$ cat src/kme_pkg.sv
package kme_pkg;

  localparam int MAX_VERTICES  = 32;
  localparam int EDGE_CAPACITY = 128;
  localparam int VERT_W        = 5;
  localparam int COST_W        = 16;
  localparam int TOTAL_W       = 21;
  localparam int RANK_W        = 3;
  localparam int VC_W          = 6;
  localparam int VC_RESET      = 32;
  localparam int EADDR_W       = $clog2(EDGE_CAPACITY);
  localparam int CNT_W         = $clog2(EDGE_CAPACITY + 1);
  localparam int EDGE_W        = 2 * VERT_W + COST_W;
  localparam int UF_W          = RANK_W + VERT_W;
  localparam int UF_DEPTH      = 2 ** VERT_W;

  localparam logic [RANK_W-1:0] RANK_MAX = '1;

  typedef enum logic [2:0] {
    ST_LOAD,
    ST_SCAN,
    ST_FREQ,
    ST_FWAIT,
    ST_LINK,
    ST_LINK2,
    ST_ACC,
    ST_DONE
  } kme_state_t;

endpackage

$ cat src/kme_ram.sv
module kme_ram
  import kme_pkg::*;
#(
  parameter int WIDTH = 8,
  parameter int DEPTH = 32
) (
  input  logic                     clk,
  input  logic                     we,
  input  logic [$clog2(DEPTH)-1:0] waddr,
  input  logic [WIDTH-1:0]         wdata,
  input  logic [$clog2(DEPTH)-1:0] raddr,
  output logic [WIDTH-1:0]         rdata
);

  logic [WIDTH-1:0] mem [DEPTH];

  // write port
  always_ff @(posedge clk) begin
    if (we) begin
      mem[waddr] <= wdata;
    end
  end

  // registered read port
  always_ff @(posedge clk) begin
    rdata <= mem[raddr];
  end

endmodule

$ cat src/kruskal_mst_engine.sv
// Kruskal minimum spanning tree engine. Edges arrive one word per cycle while
// loading and are written to a 128-entry edge memory until a word with tlast; an
// edge beyond capacity is dropped and reported in the overflow flag of every
// result. The engine then picks edges in ascending signed weight (ties in
// arrival order) by rescanning the edge memory once per pick, one memory read
// per cycle, and checks each pick against a union-find memory (parent and rank
// per vertex) that is walked one read at a time. Each pick scans all n stored
// edges; each union-find step is a read request and a wait (at least one step
// per endpoint), and an accepted edge is linked with one or two writes and then
// handed over; input is held off until the last result is loaded into the
// output register. Each tree edge is emitted with the running total; an empty
// tree gives one word with edge_valid = 0. The user must write vertex_count
// only between graphs (not enforced); 0 acts as 1 and values above 32 as 32.
module kruskal_mst_engine
  import kme_pkg::*;
(
  input  logic        clk,
  input  logic        rst,
  input  logic        cfg_we,
  input  logic [5:0]  cfg_wdata,
  input  logic        s_tvalid,
  output logic        s_tready,
  input  logic [31:0] s_tdata,   // edge_from[4:0], edge_to[9:5], edge_cost[25:10]
  input  logic        s_tuser,   // edge_present
  input  logic        s_tlast,   // final_edge
  output logic        m_tvalid,
  input  logic        m_tready,
  output logic [47:0] m_tdata,   // tree_from[4:0], tree_to[9:5], tree_cost[25:10],
                                 // running_total[46:26]
  output logic [1:0]  m_tuser,   // edge_valid[0], overflow[1]
  output logic        m_tlast    // last_result
);

  kme_state_t state, state_next;

  logic [VC_W-1:0]    vc_reg;
  logic [VC_W-1:0]    vc_eff;
  logic [VC_W-1:0]    target;
  logic [CNT_W-1:0]   cnt;
  logic               dropped;

  // edge memory ports
  logic               e_we;
  logic [EADDR_W-1:0] e_waddr;
  logic [EDGE_W-1:0]  e_wdata;
  logic [EADDR_W-1:0] e_raddr;
  logic [EDGE_W-1:0]  e_rdata;

  // union-find memory ports
  logic               u_we;
  logic [VERT_W-1:0]  u_waddr;
  logic [UF_W-1:0]    u_wdata;
  logic [UF_W-1:0]    u_rdata;

  // scan state
  logic [CNT_W-1:0]   scan_addr;
  logic               rd_v;
  logic [EADDR_W-1:0] rd_idx;
  logic               best_v;
  logic [EADDR_W-1:0] best_idx;
  logic [EDGE_W-1:0]  best_edge;
  logic               last_v;
  logic [EADDR_W-1:0] last_idx;
  logic [EDGE_W-1:0]  last_edge;

  // find / link state
  logic [UF_DEPTH-1:0] uvalid;
  logic [VERT_W-1:0]   cur;
  logic                fb;
  logic [VERT_W-1:0]   root_a;
  logic [RANK_W-1:0]   rank_a;
  logic [VERT_W-1:0]   root_b;
  logic [RANK_W-1:0]   rank_b;
  logic [VERT_W-1:0]   eff_par;
  logic [RANK_W-1:0]   eff_rank;

  // result state
  logic [TOTAL_W-1:0] cost_sum;
  logic [TOTAL_W-1:0] sum_new;
  logic [VC_W-1:0]    accepted;
  logic               pend_v;
  logic [EDGE_W-1:0]  pend_edge;
  logic [TOTAL_W-1:0] pend_sum;
  logic               slot_free;
  logic               out_load;

  logic               in_acc;
  logic               scan_end;
  logic               cand;
  logic               out_range;
  logic [VERT_W-1:0]  lst_to;
  logic signed [COST_W-1:0] sc_cost, bst_cost, lst_cost;

  // clamp the vertex count
  always_comb begin
    if (vc_reg == '0) begin
      vc_eff = VC_W'(1);
    end else if (vc_reg > VC_W'(MAX_VERTICES)) begin
      vc_eff = VC_W'(MAX_VERTICES);
    end else begin
      vc_eff = vc_reg;
    end
    target = vc_eff - VC_W'(1);
  end

  assign in_acc    = s_tvalid && s_tready;
  assign slot_free = !m_tvalid || m_tready;

  // load the output register from a held edge or at the end of the graph
  assign out_load  = ((state == ST_ACC) && pend_v && slot_free) ||
                     ((state == ST_DONE) && slot_free);

  assign sc_cost  = e_rdata[EDGE_W-1:2*VERT_W];
  assign bst_cost = best_edge[EDGE_W-1:2*VERT_W];
  assign lst_to   = last_edge[2*VERT_W-1:VERT_W];
  assign lst_cost = last_edge[EDGE_W-1:2*VERT_W];

  // candidate: after the previous pick in (cost, index) order, below the best so far
  assign cand = rd_v &&
                (!last_v || (sc_cost > lst_cost) ||
                 ((sc_cost == lst_cost) && (rd_idx > last_idx))) &&
                (!best_v || (sc_cost < bst_cost));

  assign scan_end  = (scan_addr == cnt) && !rd_v;
  assign out_range = (VC_W'(best_edge[VERT_W-1:0]) >= vc_eff) ||
                     (VC_W'(best_edge[2*VERT_W-1:VERT_W]) >= vc_eff);

  // a vertex never written is its own root with rank zero
  assign eff_par  = uvalid[cur] ? u_rdata[VERT_W-1:0] : cur;
  assign eff_rank = uvalid[cur] ? u_rdata[UF_W-1:VERT_W] : '0;

  assign sum_new = cost_sum + {{(TOTAL_W-COST_W){lst_cost[COST_W-1]}}, lst_cost};

  kme_ram #(.WIDTH(EDGE_W), .DEPTH(EDGE_CAPACITY)) u_edge_ram (
    .clk   (clk),
    .we    (e_we),
    .waddr (e_waddr),
    .wdata (e_wdata),
    .raddr (e_raddr),
    .rdata (e_rdata)
  );

  kme_ram #(.WIDTH(UF_W), .DEPTH(UF_DEPTH)) u_uf_ram (
    .clk   (clk),
    .we    (u_we),
    .waddr (u_waddr),
    .wdata (u_wdata),
    .raddr (cur),
    .rdata (u_rdata)
  );

  // next state
  always_comb begin
    state_next = state;
    unique case (state)
      ST_LOAD: begin
        if (in_acc && s_tlast) begin
          state_next = ST_SCAN;
        end
      end
      ST_SCAN: begin
        if (target == '0) begin
          state_next = ST_DONE;
        end else if (scan_end) begin
          if (!best_v) begin
            state_next = ST_DONE;
          end else if (!out_range) begin
            state_next = ST_FREQ;
          end
        end
      end
      ST_FREQ: state_next = ST_FWAIT;
      ST_FWAIT: begin
        if (eff_par != cur) begin
          state_next = ST_FREQ;
        end else if (!fb) begin
          state_next = ST_FREQ;
        end else if (root_a == cur) begin
          state_next = ST_SCAN;
        end else begin
          state_next = ST_LINK;
        end
      end
      ST_LINK: begin
        if (rank_a == rank_b) begin
          state_next = ST_LINK2;
        end else begin
          state_next = ST_ACC;
        end
      end
      ST_LINK2: state_next = ST_ACC;
      ST_ACC: begin
        if (!pend_v || slot_free) begin
          if (accepted + VC_W'(1) == target) begin
            state_next = ST_DONE;
          end else begin
            state_next = ST_SCAN;
          end
        end
      end
      ST_DONE: begin
        if (slot_free) begin
          state_next = ST_LOAD;
        end
      end
      default: state_next = ST_LOAD;
    endcase
  end

  // memory controls
  always_comb begin
    s_tready = (state == ST_LOAD);
    e_we     = (state == ST_LOAD) && in_acc && s_tuser &&
               (cnt < CNT_W'(EDGE_CAPACITY));
    e_waddr  = cnt[EADDR_W-1:0];
    e_wdata  = s_tdata[EDGE_W-1:0];
    e_raddr  = scan_addr[EADDR_W-1:0];
    u_we     = 1'b0;
    u_waddr  = root_b;
    u_wdata  = {rank_b, root_a};
    unique case (state)
      ST_LINK: begin
        u_we = 1'b1;
        if (rank_a < rank_b) begin
          u_waddr = root_a;
          u_wdata = {rank_a, root_b};
        end
      end
      ST_LINK2: begin
        u_we    = 1'b1;
        u_waddr = root_a;
        u_wdata = {(rank_a == RANK_MAX) ? rank_a : rank_a + RANK_W'(1), root_a};
      end
      default: ;
    endcase
  end

  // control registers
  always_ff @(posedge clk) begin
    if (rst) begin
      state    <= ST_LOAD;
      vc_reg   <= VC_W'(VC_RESET);
      cnt      <= '0;
      dropped  <= 1'b0;
      rd_v     <= 1'b0;
      best_v   <= 1'b0;
      last_v   <= 1'b0;
      pend_v   <= 1'b0;
      uvalid   <= '0;
      m_tvalid <= 1'b0;
      accepted <= '0;
      cost_sum <= '0;
      fb       <= 1'b0;
    end else begin
      state <= state_next;
      if (cfg_we) begin
        vc_reg <= cfg_wdata;
      end
      if (out_load) begin
        m_tvalid <= 1'b1;
      end else if (m_tready) begin
        m_tvalid <= 1'b0;
      end
      unique case (state)
        ST_LOAD: begin
          if (in_acc && s_tuser) begin
            if (cnt < CNT_W'(EDGE_CAPACITY)) begin
              cnt <= cnt + CNT_W'(1);
            end else begin
              dropped <= 1'b1;
            end
          end
          scan_addr <= '0;
          rd_v      <= 1'b0;
          best_v    <= 1'b0;
          last_v    <= 1'b0;
          pend_v    <= 1'b0;
          uvalid    <= '0;
          accepted  <= '0;
          cost_sum  <= '0;
        end
        ST_SCAN: begin
          // stream reads, keep the smallest candidate
          if (scan_addr < cnt) begin
            scan_addr <= scan_addr + CNT_W'(1);
            rd_v      <= 1'b1;
            rd_idx    <= scan_addr[EADDR_W-1:0];
          end else begin
            rd_v <= 1'b0;
          end
          if (cand) begin
            best_v    <= 1'b1;
            best_idx  <= rd_idx;
            best_edge <= e_rdata;
          end
          if (scan_end && best_v) begin
            last_v    <= 1'b1;
            last_idx  <= best_idx;
            last_edge <= best_edge;
            best_v    <= 1'b0;
            scan_addr <= '0;
            cur       <= best_edge[VERT_W-1:0];
            fb        <= 1'b0;
          end
        end
        ST_FWAIT: begin
          // follow parents up to the root
          if (eff_par != cur) begin
            cur <= eff_par;
          end else if (!fb) begin
            root_a <= cur;
            rank_a <= eff_rank;
            cur    <= lst_to;
            fb     <= 1'b1;
          end else begin
            root_b <= cur;
            rank_b <= eff_rank;
          end
        end
        ST_LINK: begin
          uvalid[u_waddr] <= 1'b1;
        end
        ST_LINK2: begin
          uvalid[u_waddr] <= 1'b1;
        end
        ST_ACC: begin
          // push the held result out, then hold the new one
          if (!pend_v || slot_free) begin
            if (pend_v) begin
              m_tdata  <= {1'b0, pend_sum, pend_edge};
              m_tuser  <= {dropped, 1'b1};
              m_tlast  <= 1'b0;
            end
            pend_v    <= 1'b1;
            pend_edge <= last_edge;
            pend_sum  <= sum_new;
            cost_sum  <= sum_new;
            accepted  <= accepted + VC_W'(1);
          end
        end
        ST_DONE: begin
          if (slot_free) begin
            m_tlast  <= 1'b1;
            m_tuser  <= {dropped, pend_v};
            m_tdata  <= pend_v ? {1'b0, pend_sum, pend_edge} : '0;
            cnt      <= '0;
            dropped  <= 1'b0;
          end
        end
        default: ;
      endcase
    end
  end

endmodule

$ cat config.mk
export PLATFORM = sky130hd
export DESIGN_NAME = kruskal_mst_engine
export DESIGN_NICKNAME = d
export VERILOG_FILES = /design/src/kme_pkg.sv /design/src/kme_ram.sv /design/src/kruskal_mst_engine.sv
export SDC_FILE = /design/constraint.sdc
export NUM_CORES = 2
export LEC_CHECK = 0
export BUFFER_PORTS_ARGS = -buffer_cell sky130_fd_sc_hd__buf_4
export CORE_ASPECT_RATIO = 2
export CORE_MARGIN = 4
export CORE_UTILIZATION = 45
export DETAILED_ROUTE_END_ITERATION = 10
export GPL_ROUTABILITY_DRIVEN = 0
export GPL_TIMING_DRIVEN = 0
export SLEW_MARGIN = 5
export SYNTH_ARGS = -nofsm -noshare
export SYNTH_HDL_FRONTEND = slang
export SYNTH_HIERARCHICAL = 1
export SYNTH_SLANG_ARGS = --single-unit
$ cat constraint.sdc
create_clock -name clk -period 6.2 [get_ports clk]
set_clock_uncertainty 0.15 [all_clocks]
set_input_delay 0.62 -clock clk [delete_from_list [all_inputs] [get_ports clk]]
set_output_delay 0.62 -clock clk [all_outputs]
set_load 0.05 [all_outputs]
==> qor.yml <==
fmax_mhz: 165.7
maxSlewHeadroom: 0.01406
fin_nets: 7160
synthXorXnorAreaFrac: 0.002740
vias: 70810
tns_ns: 0
wl_mm: 422.1
fin_area_sq_um: 172800
min_period_over_period: 0.9732
yosysSeqAreaShare: 0.7717
finalPower_w: 0.06783
maxSlewViolCount: 0
core-area_sq_um: 331800
yosysWarnings: 6
grt_overflow_total: 0
drive_gt1_frac: 0.3021
row_count: 299
final-hold-violation-count: 0
root_buffer: "clkbuf_16"
final_cell_mix: "edfxtp_1 (3,783), mux4_2 (1,181), clkbuf_16 (340), clkbuf_1 (214), nor2_1 (130)"
synthMuxAreaShare: 0.1816
setup_slack_ns: 0.1661
ctsResizeCount: 0
drt-vias-per-instance: 5.946
critPathArrivalTime_ns: 6.46
grt_pass1_wl_mm: 582.6
hpwlAfterDp_mm: 293.8
rsz0062_at_grt: "false"
start_util: 0.4527
hp-class: "in -> reg"
grtUsageTotal: 0.2450
dieHeight_um: 825.1
synth_cells: 6401
crit_required_ns: 6.63
antenna_left: 0
first_pass_iters: 6
ios: 98
endpoint_kind: "flop"
clk_latency_ns: 0.91
place_area_sq_um: 161100
synth_top_area_frac: 0.7562
post-route-min-period_ns: 6.034
path_class: "reg -> reg"
cts_buffers: 328
detail_route.iter0.violations: 7572
leakage_nw: 52.91
wl_per_cell_um: 35.44
ir_worst_vdd_uv: 236.6
powerDensity_nw_per_um2: 392.6
top_register: "u_edge_ram/mem"
dieArea_sq_um: 343700
cts_sinks: 3900
max_cap_violations: 0
synth_area_leaders: "edfxtp_1 (76%), mux4_2 (18%), dfxtp_1 (1.6%), ha_1 (0.71%), nor2_1 (0.62%)"
port_buffers: 89
antenna_found_initial: 55
tritoncts: "yes"
synth-seq-cells: 3900
area.growth.synth_to_final_pct: 15.01
syn_nets: 6532
synth_top_family_by_area: "multiplexers"
synthAdderAreaFrac: 0.007212
startpoint_type: "flop"
synth_area_sq_um: 150200
synth_compound_area_frac: 0.009694
largest_reg_flops: 3328
path_max_fanout: 15
worstRegToRegCells: 12
synth_edf_count: 3783
ys.flop_type: "edfxtp_1"
largestRegisters: "u_edge_ram/mem (3328), u_uf_ram/mem (256), m_tdata (47)"
final_util: 0.5207
yosys.area.top_type: "edfxtp_1"
h-tree-depth: 5
clk_pin_slew_ns: 0.07
synth-simple-area-share: 0.01650
setup_viol: 0
outcome: "finished, final reports clean"
hold_path_depth: 3
drcViolationCount: 0
die_w_um: 416.6
grt_pass1_vias: 73920
avgSynthCellArea_sq_um: 23.47
worst_pin_slew_ns: 1.479
clock_path_buffers: 4
final_common_cell: "edfxtp_1"
grt_max_degree: 129
pre_cts_ws_ns: 0.2377
async_reset_ff_frac: 0
ys_types: 72
==> through the flow <==
stage,cells,hold WS [ns]
floorplan,6401,0.2355
global placement,10850,0.2437
detailed placement,11030,0.2387
CTS,11640,0.007934
global route,11890,0.05392
finish,11910,0.06663
==> final timing paths <==
check / to / slack [ns] / start
max: u_edge_ram/mem[38][11]$_DFFE_PP_ / 0.17 / state[1]$_SDFFE_PP0P_
max reg2reg: u_edge_ram/mem[38][11]$_DFFE_PP_ / 0.17 / state[1]$_SDFFE_PP0P_
min: vc_reg[3]$_SDFFE_PP0P_ / 0.07 / cfg_we
min reg2reg: best_edge[7]$_DFFE_PP_ / 0.26 / u_edge_ram/rdata[7]$_DFF_P_
==> cells by family after synthesis <==
logic type,Yosys count
AO/OA/AOI/OAI,212
XOR/XNOR,47
adder cells (fa/ha/maj),86
buffers and inverters,385
flip-flops,3900
multiplexers,1243
other,1
AND/OR/NAND/NOR,527
==> synth_stat cells (all sizes together), types with 3 or more instances <==
| library cell | count |
|---|---|
| edfxtp | 3783 |
| mux4 | 1182 |
| nor2 | 252 |
| clkbuf | 179 |
| buf | 134 |
| dfxtp | 117 |
| ha | 85 |
| inv | 72 |
| nand2 | 57 |
| and2 | 53 |
| a21oi | 43 |
| mux2 | 40 |
| nand3 | 39 |
| o21ai | 37 |
| a22oi | 32 |
| nor3 | 32 |
| xnor2 | 32 |
| mux2i | 21 |
| nor2b | 20 |
| a22o | 18 |
| nand2b | 18 |
| a21o | 17 |
| xor2 | 15 |
| nand4 | 14 |
| o21a | 11 |
| and3 | 9 |
| nand3b | 8 |
| a31oi | 7 |
| o211ai | 7 |
| or2 | 6 |
| a211oi | 5 |
| nor4 | 5 |
| or3 | 5 |
| a21boi | 4 |
| o21bai | 4 |
| a311oi | 3 |
| nor3b | 3 |
| o22ai | 3 |
| o311ai | 3 |
| o31ai | 3 |
| or3b | 3 |
==> per-layer routing <==
metal / share of wire / routed length, um / track usage
met5: 0.00022 / 91 / 0
met4: 0.11 / 44950 / 0.2122
met2: 0.55 / 230100 / 0.4484
met3: 0.051 / 21390 / 0.03197
met1: 0.30 / 125500 / 0.2428
==> final cells by class <==
| type | instances | area [sq um] |
|---|---|---|
| multi-input combinational | 2116 | 33730 |
| tap | 4364 | 5460 |
| clock inverter | 179 | 1727 |
| inverter | 72 | 270.3 |
| fill | 25300 | 159100 |
| antenna | 263 | 658.1 |
| sequential | 3900 | 115900 |
| clock buffer | 404 | 8788 |
| buffer | 313 | 1339 |
| timing repair buffer | 298 | 4868 |
==> repair_timing <==
item,in CTS,in global routing
buffers inserted,0,0
hold endpoints to repair,237,170
hold buffers,26,5
==> power breakdown <==
group,leakage [nW],internal (W),total [W],switching (W)
Combinational,12.8,0.00688,0.0178,0.0109
Clock,5.11,0.0114,0.0207,0.00937
Sequential,35.0,0.0291,0.0293,0.000155
==> worst max-delay path, cell delays in order (launching register included) <==
cell,delay (ns)
dfxtp_1,0.29
buf_2,0.17
nor2_1,0.35
nand2_1,0.36
inv_2,0.30
nand3_1,0.18
nor2_1,0.47
clkbuf_1,0.36
nor2b_1,0.35
nand3_1,0.82
clkbuf_2,0.83
nor2_4,0.75
buf_16,0.25
No activity file was read; power rests on OpenSTA's default activity.
